===== config.mk =====
export PLATFORM = sky130hd
export DESIGN_NAME = audio_peak_minmax_pyramid_unit
export DESIGN_NICKNAME = d
export VERILOG_FILES = /design/src/rtl/apmp_pkg.sv /design/src/rtl/apmp_front.sv /design/src/rtl/apmp_cmdq.sv /design/src/rtl/apmp_outq.sv /design/src/rtl/apmp_back.sv /design/src/rtl/audio_peak_minmax_pyramid_unit.sv
export VERILOG_INCLUDE_DIRS = /design/src /design/src/rtl
export SDC_FILE = /design/constraint.sdc
export NUM_CORES = 2
export LEC_CHECK = 0
export BUFFER_PORTS_ARGS = -buffer_cell sky130_fd_sc_hd__clkbuf_2
export CORE_AREA = 2 2 307 309
export CTS_CLUSTER_DIAMETER = 120
export DETAILED_ROUTE_END_ITERATION = 16
export DIE_AREA = 0 0 309 311
export GPL_ROUTABILITY_DRIVEN = 0
export PLACE_DENSITY_LB_ADDON = 0.12
export SYNTH_ARGS = -nofsm -noshare
export SYNTH_HDL_FRONTEND = slang
export SYNTH_HIERARCHICAL = 1
export SYNTH_SLANG_ARGS = --single-unit

===== constraint.sdc =====
create_clock -name clk -period 8.4 [get_ports clk]
set_input_delay 0.42 -clock clk [delete_from_list [all_inputs] [get_ports clk]]
set_output_delay 0.42 -clock clk [all_outputs]
set_load 0.02 [all_outputs]

===== src/rtl/audio_peak_minmax_pyramid_unit_macros.svh =====
// Assertion macros used by the peak pyramid back end.
`ifndef AUDIO_PEAK_MINMAX_PYRAMID_UNIT_MACROS_SVH
`define AUDIO_PEAK_MINMAX_PYRAMID_UNIT_MACROS_SVH
`ifndef SYNTH
`define APMP_ASSERT(name, clk_s, rst_s, prop, msg) \
    name: assert property (@(posedge clk_s) disable iff (!rst_s) (prop)) else $error(msg);
`define APMP_NEVER(name, clk_s, rst_s, cond, msg) \
    name: assert property (@(posedge clk_s) disable iff (!rst_s) !(cond)) else $error(msg);
`else
`define APMP_ASSERT(name, clk_s, rst_s, prop, msg)
`define APMP_NEVER(name, clk_s, rst_s, cond, msg)
`endif
`endif


===== src/rtl/apmp_pkg.sv =====
// Types and constants of the audio peak min/max pyramid.
package apmp_pkg;
    localparam int LEVELS      = 8;
    localparam int LVL_W       = (LEVELS > 1) ? $clog2(LEVELS) : 1;
    localparam int LEVEL_W     = 3;
    localparam int SAMPLE_BITS = 24;
    localparam int CNT_W       = 32;
    localparam int CFG_IDX_W   = 2;
    localparam int CFG_DATA_W  = 32;

    typedef logic signed [SAMPLE_BITS-1:0] sample_t;

    localparam sample_t SMAX = {1'b0, {(SAMPLE_BITS-1){1'b1}}};
    localparam sample_t SMIN = {1'b1, {(SAMPLE_BITS-1){1'b0}}};

    localparam logic [CFG_IDX_W-1:0] REG_CHANNEL_COUNT   = 2'd0;
    localparam logic [CFG_IDX_W-1:0] REG_SAMPLES_PER_BIN = 2'd1;
    localparam logic [CFG_IDX_W-1:0] REG_FRAME_LIMIT     = 2'd2;

    localparam logic OP_SAMPLE = 1'b0;
    localparam logic OP_FLUSH  = 1'b1;

    // Work for the back end: a finished level-0 bin, or a flush with the partial bin.
    typedef struct packed {
        logic    flush;
        logic    have;
        sample_t mn;
        sample_t mx;
    } cmd_t;

    typedef struct packed {
        logic [LEVEL_W-1:0] level;
        logic [CNT_W-1:0]   bin_index;
        sample_t            peak_min;
        sample_t            peak_max;
        logic               last;
    } res_t;
endpackage


===== src/rtl/apmp_front.sv =====
// Front end: config registers, sample folding into level-0 bins, flush detection.
module apmp_front
    import apmp_pkg::*;
(
    input  logic                  clk,
    input  logic                  rst_n,
    input  logic                  cfg_we,
    input  logic [CFG_IDX_W-1:0]  cfg_index,
    input  logic [CFG_DATA_W-1:0] cfg_data,
    input  logic                  push,
    input  logic                  opcode,
    input  sample_t               sample,
    input  logic                  cmd_full,
    output logic                  cmd_push,
    output cmd_t                  cmd_data
);
    logic [3:0]       chan_cnt_reg;
    logic [16:0]      spb_reg;
    logic [CNT_W-1:0] limit_reg;

    sample_t          run_min_reg, run_min_next;
    sample_t          run_max_reg, run_max_next;
    logic [2:0]       pos_reg, pos_next;
    logic [16:0]      fib_reg, fib_next;
    logic [CNT_W-1:0] fcnt_reg, fcnt_next;

    logic [3:0]  chans_eff;
    logic [16:0] spb_eff;
    logic [16:0] fib_inc;
    logic        in_ok;
    logic        accept;
    logic        frame_end;
    sample_t     vmin, vmax;

    always_comb
    begin
        if (chan_cnt_reg == 4'd0)
        begin
            chans_eff = 4'd1;
        end
        else if (chan_cnt_reg > 4'd8)
        begin
            chans_eff = 4'd8;
        end
        else
        begin
            chans_eff = chan_cnt_reg;
        end

        if (spb_reg == 17'd0)
        begin
            spb_eff = 17'd1;
        end
        else if (spb_reg[16] && (spb_reg[15:0] != 16'd0))
        begin
            spb_eff = 17'h10000;
        end
        else
        begin
            spb_eff = spb_reg;
        end
    end

    assign in_ok     = push && !cmd_full;
    assign accept    = fcnt_reg < limit_reg;
    assign frame_end = ({1'b0, pos_reg} + 4'd1) >= chans_eff;
    assign fib_inc   = fib_reg + 17'd1;
    assign vmin      = (accept && (sample < run_min_reg)) ? sample : run_min_reg;
    assign vmax      = (accept && (sample > run_max_reg)) ? sample : run_max_reg;

    always_comb
    begin
        run_min_next = run_min_reg;
        run_max_next = run_max_reg;
        pos_next     = pos_reg;
        fib_next     = fib_reg;
        fcnt_next    = fcnt_reg;
        cmd_push     = 1'b0;
        cmd_data.flush = opcode;
        cmd_data.have  = (fib_reg != 17'd0) || ((pos_reg != 3'd0) && accept);
        cmd_data.mn    = (opcode == OP_FLUSH) ? run_min_reg : vmin;
        cmd_data.mx    = (opcode == OP_FLUSH) ? run_max_reg : vmax;

        if (in_ok)
        begin
            if (opcode == OP_FLUSH)
            begin
                // hand the partial bin over and start a new stream
                cmd_push     = 1'b1;
                run_min_next = SMAX;
                run_max_next = SMIN;
                pos_next     = 3'd0;
                fib_next     = 17'd0;
                fcnt_next    = '0;
            end
            else
            begin
                run_min_next = vmin;
                run_max_next = vmax;
                if (frame_end)
                begin
                    pos_next = 3'd0;
                    if (accept)
                    begin
                        fcnt_next = fcnt_reg + 32'd1;
                        if (fib_inc >= spb_eff)
                        begin
                            cmd_push     = 1'b1;
                            run_min_next = SMAX;
                            run_max_next = SMIN;
                            fib_next     = 17'd0;
                        end
                        else
                        begin
                            fib_next = fib_inc;
                        end
                    end
                end
                else
                begin
                    // keep the interleave aligned even for dropped frames
                    pos_next = pos_reg + 3'd1;
                end
            end
        end
    end

    always_ff @(posedge clk or negedge rst_n)
    begin
        if (!rst_n)
        begin
            chan_cnt_reg <= 4'd2;
            spb_reg      <= 17'd256;
            limit_reg    <= '1;
            run_min_reg  <= SMAX;
            run_max_reg  <= SMIN;
            pos_reg      <= 3'd0;
            fib_reg      <= 17'd0;
            fcnt_reg     <= '0;
        end
        else
        begin
            if (cfg_we)
            begin
                case (cfg_index)
                    REG_CHANNEL_COUNT:   chan_cnt_reg <= cfg_data[3:0];
                    REG_SAMPLES_PER_BIN: spb_reg      <= cfg_data[16:0];
                    REG_FRAME_LIMIT:     limit_reg    <= cfg_data[CNT_W-1:0];
                    default:             ;
                endcase
            end
            run_min_reg <= run_min_next;
            run_max_reg <= run_max_next;
            pos_reg     <= pos_next;
            fib_reg     <= fib_next;
            fcnt_reg    <= fcnt_next;
        end
    end
endmodule


===== src/rtl/apmp_cmdq.sv =====
// Two-entry queue of bin and flush work between front and back end.
module apmp_cmdq
    import apmp_pkg::*;
(
    input  logic clk,
    input  logic rst_n,
    input  logic push,
    input  cmd_t wdata,
    output logic full,
    input  logic pop,
    output cmd_t rdata,
    output logic empty
);
    cmd_t       mem_reg [2];
    logic       wp_reg, wp_next;
    logic       rp_reg, rp_next;
    logic [1:0] cnt_reg, cnt_next;
    logic       do_push, do_pop;

    assign full    = cnt_reg == 2'd2;
    assign empty   = cnt_reg == 2'd0;
    assign rdata   = mem_reg[rp_reg];
    assign do_push = push && !full;
    assign do_pop  = pop && !empty;

    always_comb
    begin
        wp_next  = do_push ? ~wp_reg : wp_reg;
        rp_next  = do_pop ? ~rp_reg : rp_reg;
        cnt_next = cnt_reg + {1'b0, do_push} - {1'b0, do_pop};
    end

    always_ff @(posedge clk or negedge rst_n)
    begin
        if (!rst_n)
        begin
            wp_reg  <= 1'b0;
            rp_reg  <= 1'b0;
            cnt_reg <= 2'd0;
        end
        else
        begin
            wp_reg  <= wp_next;
            rp_reg  <= rp_next;
            cnt_reg <= cnt_next;
        end
    end

    always_ff @(posedge clk)
    begin
        if (do_push)
        begin
            mem_reg[wp_reg] <= wdata;
        end
    end
endmodule


===== src/rtl/apmp_outq.sv =====
// Two-entry result queue that drives the result ports.
module apmp_outq
    import apmp_pkg::*;
(
    input  logic clk,
    input  logic rst_n,
    input  logic push,
    input  res_t wdata,
    output logic full,
    input  logic pop,
    output res_t rdata,
    output logic empty
);
    res_t       mem_reg [2];
    logic       wp_reg, wp_next;
    logic       rp_reg, rp_next;
    logic [1:0] cnt_reg, cnt_next;
    logic       do_push, do_pop;

    assign full    = cnt_reg == 2'd2;
    assign empty   = cnt_reg == 2'd0;
    assign rdata   = mem_reg[rp_reg];
    assign do_push = push && !full;
    assign do_pop  = pop && !empty;

    always_comb
    begin
        wp_next  = do_push ? ~wp_reg : wp_reg;
        rp_next  = do_pop ? ~rp_reg : rp_reg;
        cnt_next = cnt_reg + {1'b0, do_push} - {1'b0, do_pop};
    end

    always_ff @(posedge clk or negedge rst_n)
    begin
        if (!rst_n)
        begin
            wp_reg  <= 1'b0;
            rp_reg  <= 1'b0;
            cnt_reg <= 2'd0;
        end
        else
        begin
            wp_reg  <= wp_next;
            rp_reg  <= rp_next;
            cnt_reg <= cnt_next;
        end
    end

    always_ff @(posedge clk)
    begin
        if (do_push)
        begin
            mem_reg[wp_reg] <= wdata;
        end
    end
endmodule


===== src/rtl/apmp_back.sv =====
// Back end: pyramid levels, cascade walk of finished bins and flush walk.
`include "audio_peak_minmax_pyramid_unit_macros.svh"
module apmp_back
    import apmp_pkg::*;
(
    input  logic clk,
    input  logic rst_n,
    input  cmd_t cmd,
    input  logic cmd_empty,
    output logic cmd_pop,
    output logic res_push,
    output res_t res,
    input  logic res_full
);
    typedef enum logic [2:0] {
        ST_IDLE  = 3'b001,
        ST_BIN   = 3'b010,
        ST_FLUSH = 3'b100
    } state_t;

    state_t           state_reg, state_next;
    logic [LVL_W-1:0] lvl_reg, lvl_next;
    sample_t          cur_min_reg, cur_min_next;
    sample_t          cur_max_reg, cur_max_next;
    logic             have_reg, have_next;

    sample_t          pend_min_reg [LEVELS];
    sample_t          pend_max_reg [LEVELS];
    logic [LEVELS-1:0] pv_reg;
    logic [CNT_W-1:0] be_reg [LEVELS];

    logic    rd_pv;
    sample_t rd_min, rd_max;
    sample_t comb_min, comb_max;
    logic    top_lvl;
    logic    pv_store, pv_clear, clear_all;

    assign rd_pv    = pv_reg[lvl_reg];
    assign rd_min   = pend_min_reg[lvl_reg];
    assign rd_max   = pend_max_reg[lvl_reg];
    assign top_lvl  = lvl_reg == LVL_W'(LEVELS - 1);
    assign comb_min = (rd_min < cur_min_reg) ? rd_min : cur_min_reg;
    assign comb_max = (rd_max > cur_max_reg) ? rd_max : cur_max_reg;

    always_comb
    begin
        state_next   = state_reg;
        lvl_next     = lvl_reg;
        cur_min_next = cur_min_reg;
        cur_max_next = cur_max_reg;
        have_next    = have_reg;
        cmd_pop      = 1'b0;
        res_push     = 1'b0;
        pv_store     = 1'b0;
        pv_clear     = 1'b0;
        clear_all    = 1'b0;
        res.level     = LEVEL_W'(lvl_reg);
        res.bin_index = be_reg[lvl_reg];
        res.peak_min  = cur_min_reg;
        res.peak_max  = cur_max_reg;
        res.last      = 1'b0;

        case (state_reg)
            ST_IDLE:
            begin
                if (!cmd_empty)
                begin
                    cmd_pop      = 1'b1;
                    lvl_next     = '0;
                    cur_min_next = cmd.mn;
                    cur_max_next = cmd.mx;
                    have_next    = cmd.have;
                    state_next   = cmd.flush ? ST_FLUSH : ST_BIN;
                end
            end
            ST_BIN:
            begin
                res.last = top_lvl || !rd_pv;
                if (!res_full)
                begin
                    res_push = 1'b1;
                    if (top_lvl || !rd_pv)
                    begin
                        // below the top level, park the bin until its sibling turns up
                        pv_store   = !top_lvl;
                        state_next = ST_IDLE;
                    end
                    else
                    begin
                        pv_clear     = 1'b1;
                        cur_min_next = comb_min;
                        cur_max_next = comb_max;
                        lvl_next     = lvl_reg + LVL_W'(1);
                    end
                end
            end
            ST_FLUSH:
            begin
                res.last = top_lvl;
                if (!have_reg || !res_full)
                begin
                    res_push = have_reg;
                    if (have_reg)
                    begin
                        if (rd_pv)
                        begin
                            cur_min_next = comb_min;
                            cur_max_next = comb_max;
                        end
                    end
                    else
                    begin
                        cur_min_next = rd_min;
                        cur_max_next = rd_max;
                    end
                    have_next = have_reg || rd_pv;
                    if (top_lvl)
                    begin
                        clear_all  = 1'b1;
                        state_next = ST_IDLE;
                    end
                    else
                    begin
                        lvl_next = lvl_reg + LVL_W'(1);
                    end
                end
            end
            default:
            begin
                state_next = ST_IDLE;
            end
        endcase
    end

    always_ff @(posedge clk or negedge rst_n)
    begin
        if (!rst_n)
        begin
            state_reg <= ST_IDLE;
            lvl_reg   <= '0;
            have_reg  <= 1'b0;
            pv_reg    <= '0;
            for (int i = 0; i < LEVELS; i++)
            begin
                be_reg[i] <= '0;
            end
        end
        else
        begin
            state_reg <= state_next;
            lvl_reg   <= lvl_next;
            have_reg  <= have_next;
            if (clear_all)
            begin
                pv_reg <= '0;
                for (int i = 0; i < LEVELS; i++)
                begin
                    be_reg[i] <= '0;
                end
            end
            else
            begin
                if (res_push)
                begin
                    be_reg[lvl_reg] <= be_reg[lvl_reg] + 32'd1;
                end
                if (pv_store)
                begin
                    pv_reg[lvl_reg] <= 1'b1;
                end
                if (pv_clear)
                begin
                    pv_reg[lvl_reg] <= 1'b0;
                end
            end
        end
    end

    always_ff @(posedge clk)
    begin
        cur_min_reg <= cur_min_next;
        cur_max_reg <= cur_max_next;
        if (pv_store)
        begin
            pend_min_reg[lvl_reg] <= cur_min_reg;
            pend_max_reg[lvl_reg] <= cur_max_reg;
        end
    end

    `APMP_ASSERT(a_pop_only_idle, clk, rst_n, cmd_pop |-> state_reg == ST_IDLE, "work taken mid-walk")
    `APMP_ASSERT(a_push_has_room, clk, rst_n, res_push |-> !res_full, "result pushed into full queue")
    `APMP_ASSERT(a_top_is_last, clk, rst_n, (res_push && top_lvl) |-> res.last, "top level item not last")
    `APMP_ASSERT(a_flush_clears, clk, rst_n, clear_all |=> (pv_reg == '0) && (be_reg[0] == '0), "flush left state")
    `APMP_NEVER(a_no_overwrite, clk, rst_n, pv_store && rd_pv, "waiting bin overwritten")
endmodule


===== src/rtl/audio_peak_minmax_pyramid_unit.sv =====
// Top level of the audio peak min/max pyramid.
//
// Input channel: present opcode and sample with push; an item is taken on a
// clock edge with push high and full low. Opcode sample folds one interleaved
// channel sample into the running level-0 bin; opcode flush emits the partial
// bin of every level that holds one, bottom-up, and starts a new stream.
// Result channel: while empty is low the oldest result sits on level,
// bin_index, peak_min, peak_max and last; pop takes it. last marks the final
// result caused by one input item.
// Config: cfg_we writes cfg_data to register cfg_index (0 channel_count,
// 1 samples_per_bin, 2 frame_limit); write only while idle.
// Timing: a sample is folded in the cycle it is taken; a sample that closes no
// bin can follow every cycle while full is low. A finished bin goes through the
// work queue to the back end, which takes it when idle, and its results go out
// through the result queue. The back end emits one result per cycle per level
// reached while the result queue has room; a flush walks all 8 levels.
// Reset clears all stream state and restores the register defaults.
// A stalled receiver fills the two-entry result queue, which halts the walk,
// then the two-entry work queue, which raises full.
module audio_peak_minmax_pyramid_unit
    import apmp_pkg::*;
(
    input  logic                  clk,
    input  logic                  rst_n,
    input  logic                  cfg_we,
    input  logic [CFG_IDX_W-1:0]  cfg_index,
    input  logic [CFG_DATA_W-1:0] cfg_data,
    input  logic                  push,
    output logic                  full,
    input  logic                  opcode,
    input  sample_t               sample,
    output logic                  empty,
    input  logic                  pop,
    output logic [LEVEL_W-1:0]    level,
    output logic [CNT_W-1:0]      bin_index,
    output sample_t               peak_min,
    output sample_t               peak_max,
    output logic                  last
);
    logic cmd_push, cmd_full, cmd_pop, cmd_empty;
    cmd_t cmd_wdata, cmd_rdata;
    logic res_push, res_full;
    res_t res_wdata, res_rdata;

    apmp_front u_front (
        .clk       (clk),
        .rst_n     (rst_n),
        .cfg_we    (cfg_we),
        .cfg_index (cfg_index),
        .cfg_data  (cfg_data),
        .push      (push),
        .opcode    (opcode),
        .sample    (sample),
        .cmd_full  (cmd_full),
        .cmd_push  (cmd_push),
        .cmd_data  (cmd_wdata)
    );

    apmp_cmdq u_cmdq (
        .clk   (clk),
        .rst_n (rst_n),
        .push  (cmd_push),
        .wdata (cmd_wdata),
        .full  (cmd_full),
        .pop   (cmd_pop),
        .rdata (cmd_rdata),
        .empty (cmd_empty)
    );

    apmp_back u_back (
        .clk       (clk),
        .rst_n     (rst_n),
        .cmd       (cmd_rdata),
        .cmd_empty (cmd_empty),
        .cmd_pop   (cmd_pop),
        .res_push  (res_push),
        .res       (res_wdata),
        .res_full  (res_full)
    );

    apmp_outq u_outq (
        .clk   (clk),
        .rst_n (rst_n),
        .push  (res_push),
        .wdata (res_wdata),
        .full  (res_full),
        .pop   (pop),
        .rdata (res_rdata),
        .empty (empty)
    );

    assign full      = cmd_full;
    assign level     = res_rdata.level;
    assign bin_index = res_rdata.bin_index;
    assign peak_min  = res_rdata.peak_min;
    assign peak_max  = res_rdata.peak_max;
    assign last      = res_rdata.last;
endmodule


==> impl_metrics.py <==
metrics = {
    "worst_setup_path": {
        "critPathLaunch": "u_back/lvl_reg[0]",
        "path_class": "reg -> reg",
        "crit_chain": "buf_4, nor3b_2, buf_4, a22oi_1, nand4_1, ha_1, nand4_1, or4_1, o31a_1, a21oi_2, nor3_1, o31ai_1",
        "r2r-start": "u_back/lvl_reg[0]",
        "crit_buf_inv": 2,
        "critical_path.slowest_cell": "nor3b_2",
        "cp-end-kind": "register",
        "rr_worst_depth": 12,
        "slowest_delay_ns": 1.13,
        "crit_family": "simple AND/OR/NAND/NOR gates",
        "cp.required_ns": 8.90,
        "start_kind": "register",
        "worst-endpoint-arrival_ns": 6.58,
        "critical_path_depth": 12,
        "path_max_fanout": 52,
    },
    "cts": {
        "cts_tree": "built",
        "clk_path_buf_depth": 3,
        "clock_latency_ns": 0.70,
        "clockRootBuffer": "clkbuf_16",
        "htree_levels": 3,
        "cts_buffers": 115,
        "cts_resized": 0,
        "post_cts_buffers": 0,
        "clkSinkCount": 1132,
        "clk_pin_slew_ns": 0.06,
    },
    "logic_synthesis": {
        "ys_ff_latch": 1132,
        "synthArstFlopShare": 0.382,
        "syn_inst": 4046,
        "synthSimpleGateAreaFrac": 0.0901,
        "synthDistinctLibCells": 96,
        "synth_commonest_cells": "edfxtp_1, dfrtp_1, nand2_1, a22oi_1, o21ai_0",
        "synth_area_leaders": "edfxtp_1, dfrtp_1, ha_1",
        "synth-edff-count": 700,
        "synth_top_family_by_area": "compound AO/OA/AOI/OAI gates",
        "syn-num-nets": 4268,
        "yosysSeqAreaShare": 0.610,
        "yosysMostFrequentCell": "edfxtp_1",
        "yosysTopAreaCell": "edfxtp_1",
        "synth_xor_area_frac": 0.00877,
        "synth_compound_area_frac": 0.131,
        "synth_top_area_share": 0.402,
        "synth_warnings": 6,
        "avgSynthCellArea_um2": 12.9,
        "muxShareOfSynthArea": 0.0850,
        "synth-main-ff-cell": "edfxtp_1",
        "synth-adder-area-share": 0.0378,
        "synth_area_mm2": 0.0523,
    },
    "sta": {
        "slew_headroom": 0.0773,
        "finClkSkew_ns": 0.0283,
        "hold_viol": 0,
        "tightest_slew_ns": 1.38,
        "finalCriticalPeriod_ns": 6.08,
        "max_freq_mhz": 165,
        "rsz0062_at_grt": "false",
        "final-max-slew-violation-count": 0,
        "setup_viol": 0,
        "post-route-period-util": 0.724,
        "tns_ns": 0,
        "hold_ws_ns": 0.0310,
        "finalWorstSetupSlack_ns": 2.32,
    },
    "status": {
        "status": "completed",
    },
    "floorplan": {
        "io_pins": 150,
        "coreArea_mm2": 0.0928,
        "die-area_mm2": 0.0961,
        "die_h_um": 311,
        "initial_core_util": 0.564,
        "core.rowCount": 112,
        "die_width_um": 309,
    },
    "place": {
        "hpwl_um": 83100,
        "port_buffers": 149,
        "post-place-ws_ns": 2.46,
    },
    "hold_path": {
        "min_path_cells": 2,
        "hold_path_class": "in -> reg",
        "min_from": "cfg_data[7]",
    },
    "route": {
        "wl_per_cell_um": 24.9,
        "drc": 0,
        "dr.pass1.iters": 9,
        "detail_route.iter0.violations": 4037,
        "via_count": 35300,
        "routed_via_density": 6.41,
        "drtAntennaViolNets": 0,
        "wl_um": 137000,
    },
    "power_and_ir_drop": {
        "power.density_mw_per_mm2": 299,
        "irDropWorstVdd_mv": 0.203,
        "leakage_nw": 22.9,
    },
    "global_routing": {
        "grt_first_pass_wirelength_um": 210000,
        "grt_max_degree": 159,
        "antenna_found_initial": 1,
        "grt_pass1_vias": 34300,
        "grt_usage": 0.284,
        "grt_overflow_total": 0,
    },
    "flow_run": {
        "maxCapViolCount": 0,
    },
    "finish": {
        "drive_gt1_frac": 0.178,
        "area_delta_synth_final_pct": 11.5,
        "num-nets-final": 4376,
        "largest_reg_flops": 256,
    },
}
[repair_timing]
item | CTS | global route
endpoints found under the hold margin | 123 | 0
setup endpoints to repair | 0 | 0
hold buffers | 30 | 0
[per-layer routing]
| metal | up-vias | global-route usage | part of all wire |
|---|---|---|---|
| met1 | 17800 | 0.422 | 0.44 |
| met3 | 230 | 0.0610 | 0.094 |
| met5 | - | 0 | 0.000088 |
| met4 | 2 | 0.0756 | 0.023 |
| met2 | 1573 | 0.426 | 0.44 |
| li1 | 15700 | - | - |
[report_power, final]
| group | switching (mW) | internal, mW |
|---|---|---|
| sequential | 0.736 | 7.08 |
| clock | 2.16 | 3.07 |
| combinational | 2.82 | 1.58 |
[layout make-up]
| cell class | count | area [um2] |
|---|---|---|
| clock inverters | 71 | 771 |
| flip-flops and latches | 1132 | 31900 |
| repair buffers | 255 | 1650 |
| well taps | 1254 | 1570 |
| diodes | 1 | 2.50 |
| fillers | 7138 | 34400 |
| inverters | 173 | 649 |
| clock buffers | 148 | 3100 |
| multi-input cells | 2477 | 18700 |
[worst paths after layout]
path,to,slack (ns)
worst max-delay path,u_back/cur_min_reg[0],2.32
worst min-delay path,u_front/spb_reg[7],0.03
worst max register to register,u_back/cur_min_reg[0],2.32
worst min register to register,u_back/be_reg[210],0.47
max in group asynchronous,u_back/be_reg[155],6.52
min in group asynchronous,u_front/fcnt_reg[15],0.40
[through the flow]
stage | power [mW] | instances | utilization | area (um2)
3_3_place_gp | 12.1 | 5261 | 0.584 | 54200
5_1_grt | 18.2 | 5510 | 0.629 | 58400
6_report | 17.4 | 5511 | 0.629 | 58400
2_1_floorplan | 10.7 | 4046 | - | 52300
3_5_place_dp | 12.2 | 5261 | 0.584 | 54200
4_1_cts | 17.5 | 5510 | 0.629 | 58400
[cells in the final DEF, fill, tap and decap left out, types with 30 or more instances in the layout]
master and count:
dfstp_2 59, mux2_2 131, dfrtp_1 368, a22o_1 92
o2111ai_1 30, nand2_1 363, nand3_1 106, o21ai_0 179
buf_4 74, edfxtp_1 700, mux2_4 49, nand4_1 100
clkbuf_16 117, ha_1 158, a21oi_1 114, o31ai_1 47
mux2i_1 56, a22oi_1 201, nor3_1 37, inv_1 158
mux2_1 89, o211ai_1 90, nor2_1 117, clkbuf_2 148
dlygate4sd3_1 30
[worst reg2reg max path, delay by kind of cell, from the launching register on]
family	cells	cell delay, ns
flops	1	0.65
compound gates	4	1.71
fa+ha+maj	1	0.25
simple gates	5	2.19
buf+inv	2	1.08
[logic make-up (layout without fill, tap and decap cells)]
group                      count (synthesis)  after routing
AOI/OAI and AO/OA                        967            967
DFF                                     1132           1132
xor gates and xnor gates                  49             49
adders and majority gates                158            158
muxes                                    355            355
buffers and inverters                    437            647
other                                      0              1
and+or+nand+nor                          948            948
(Power assumes the default switching activity.)
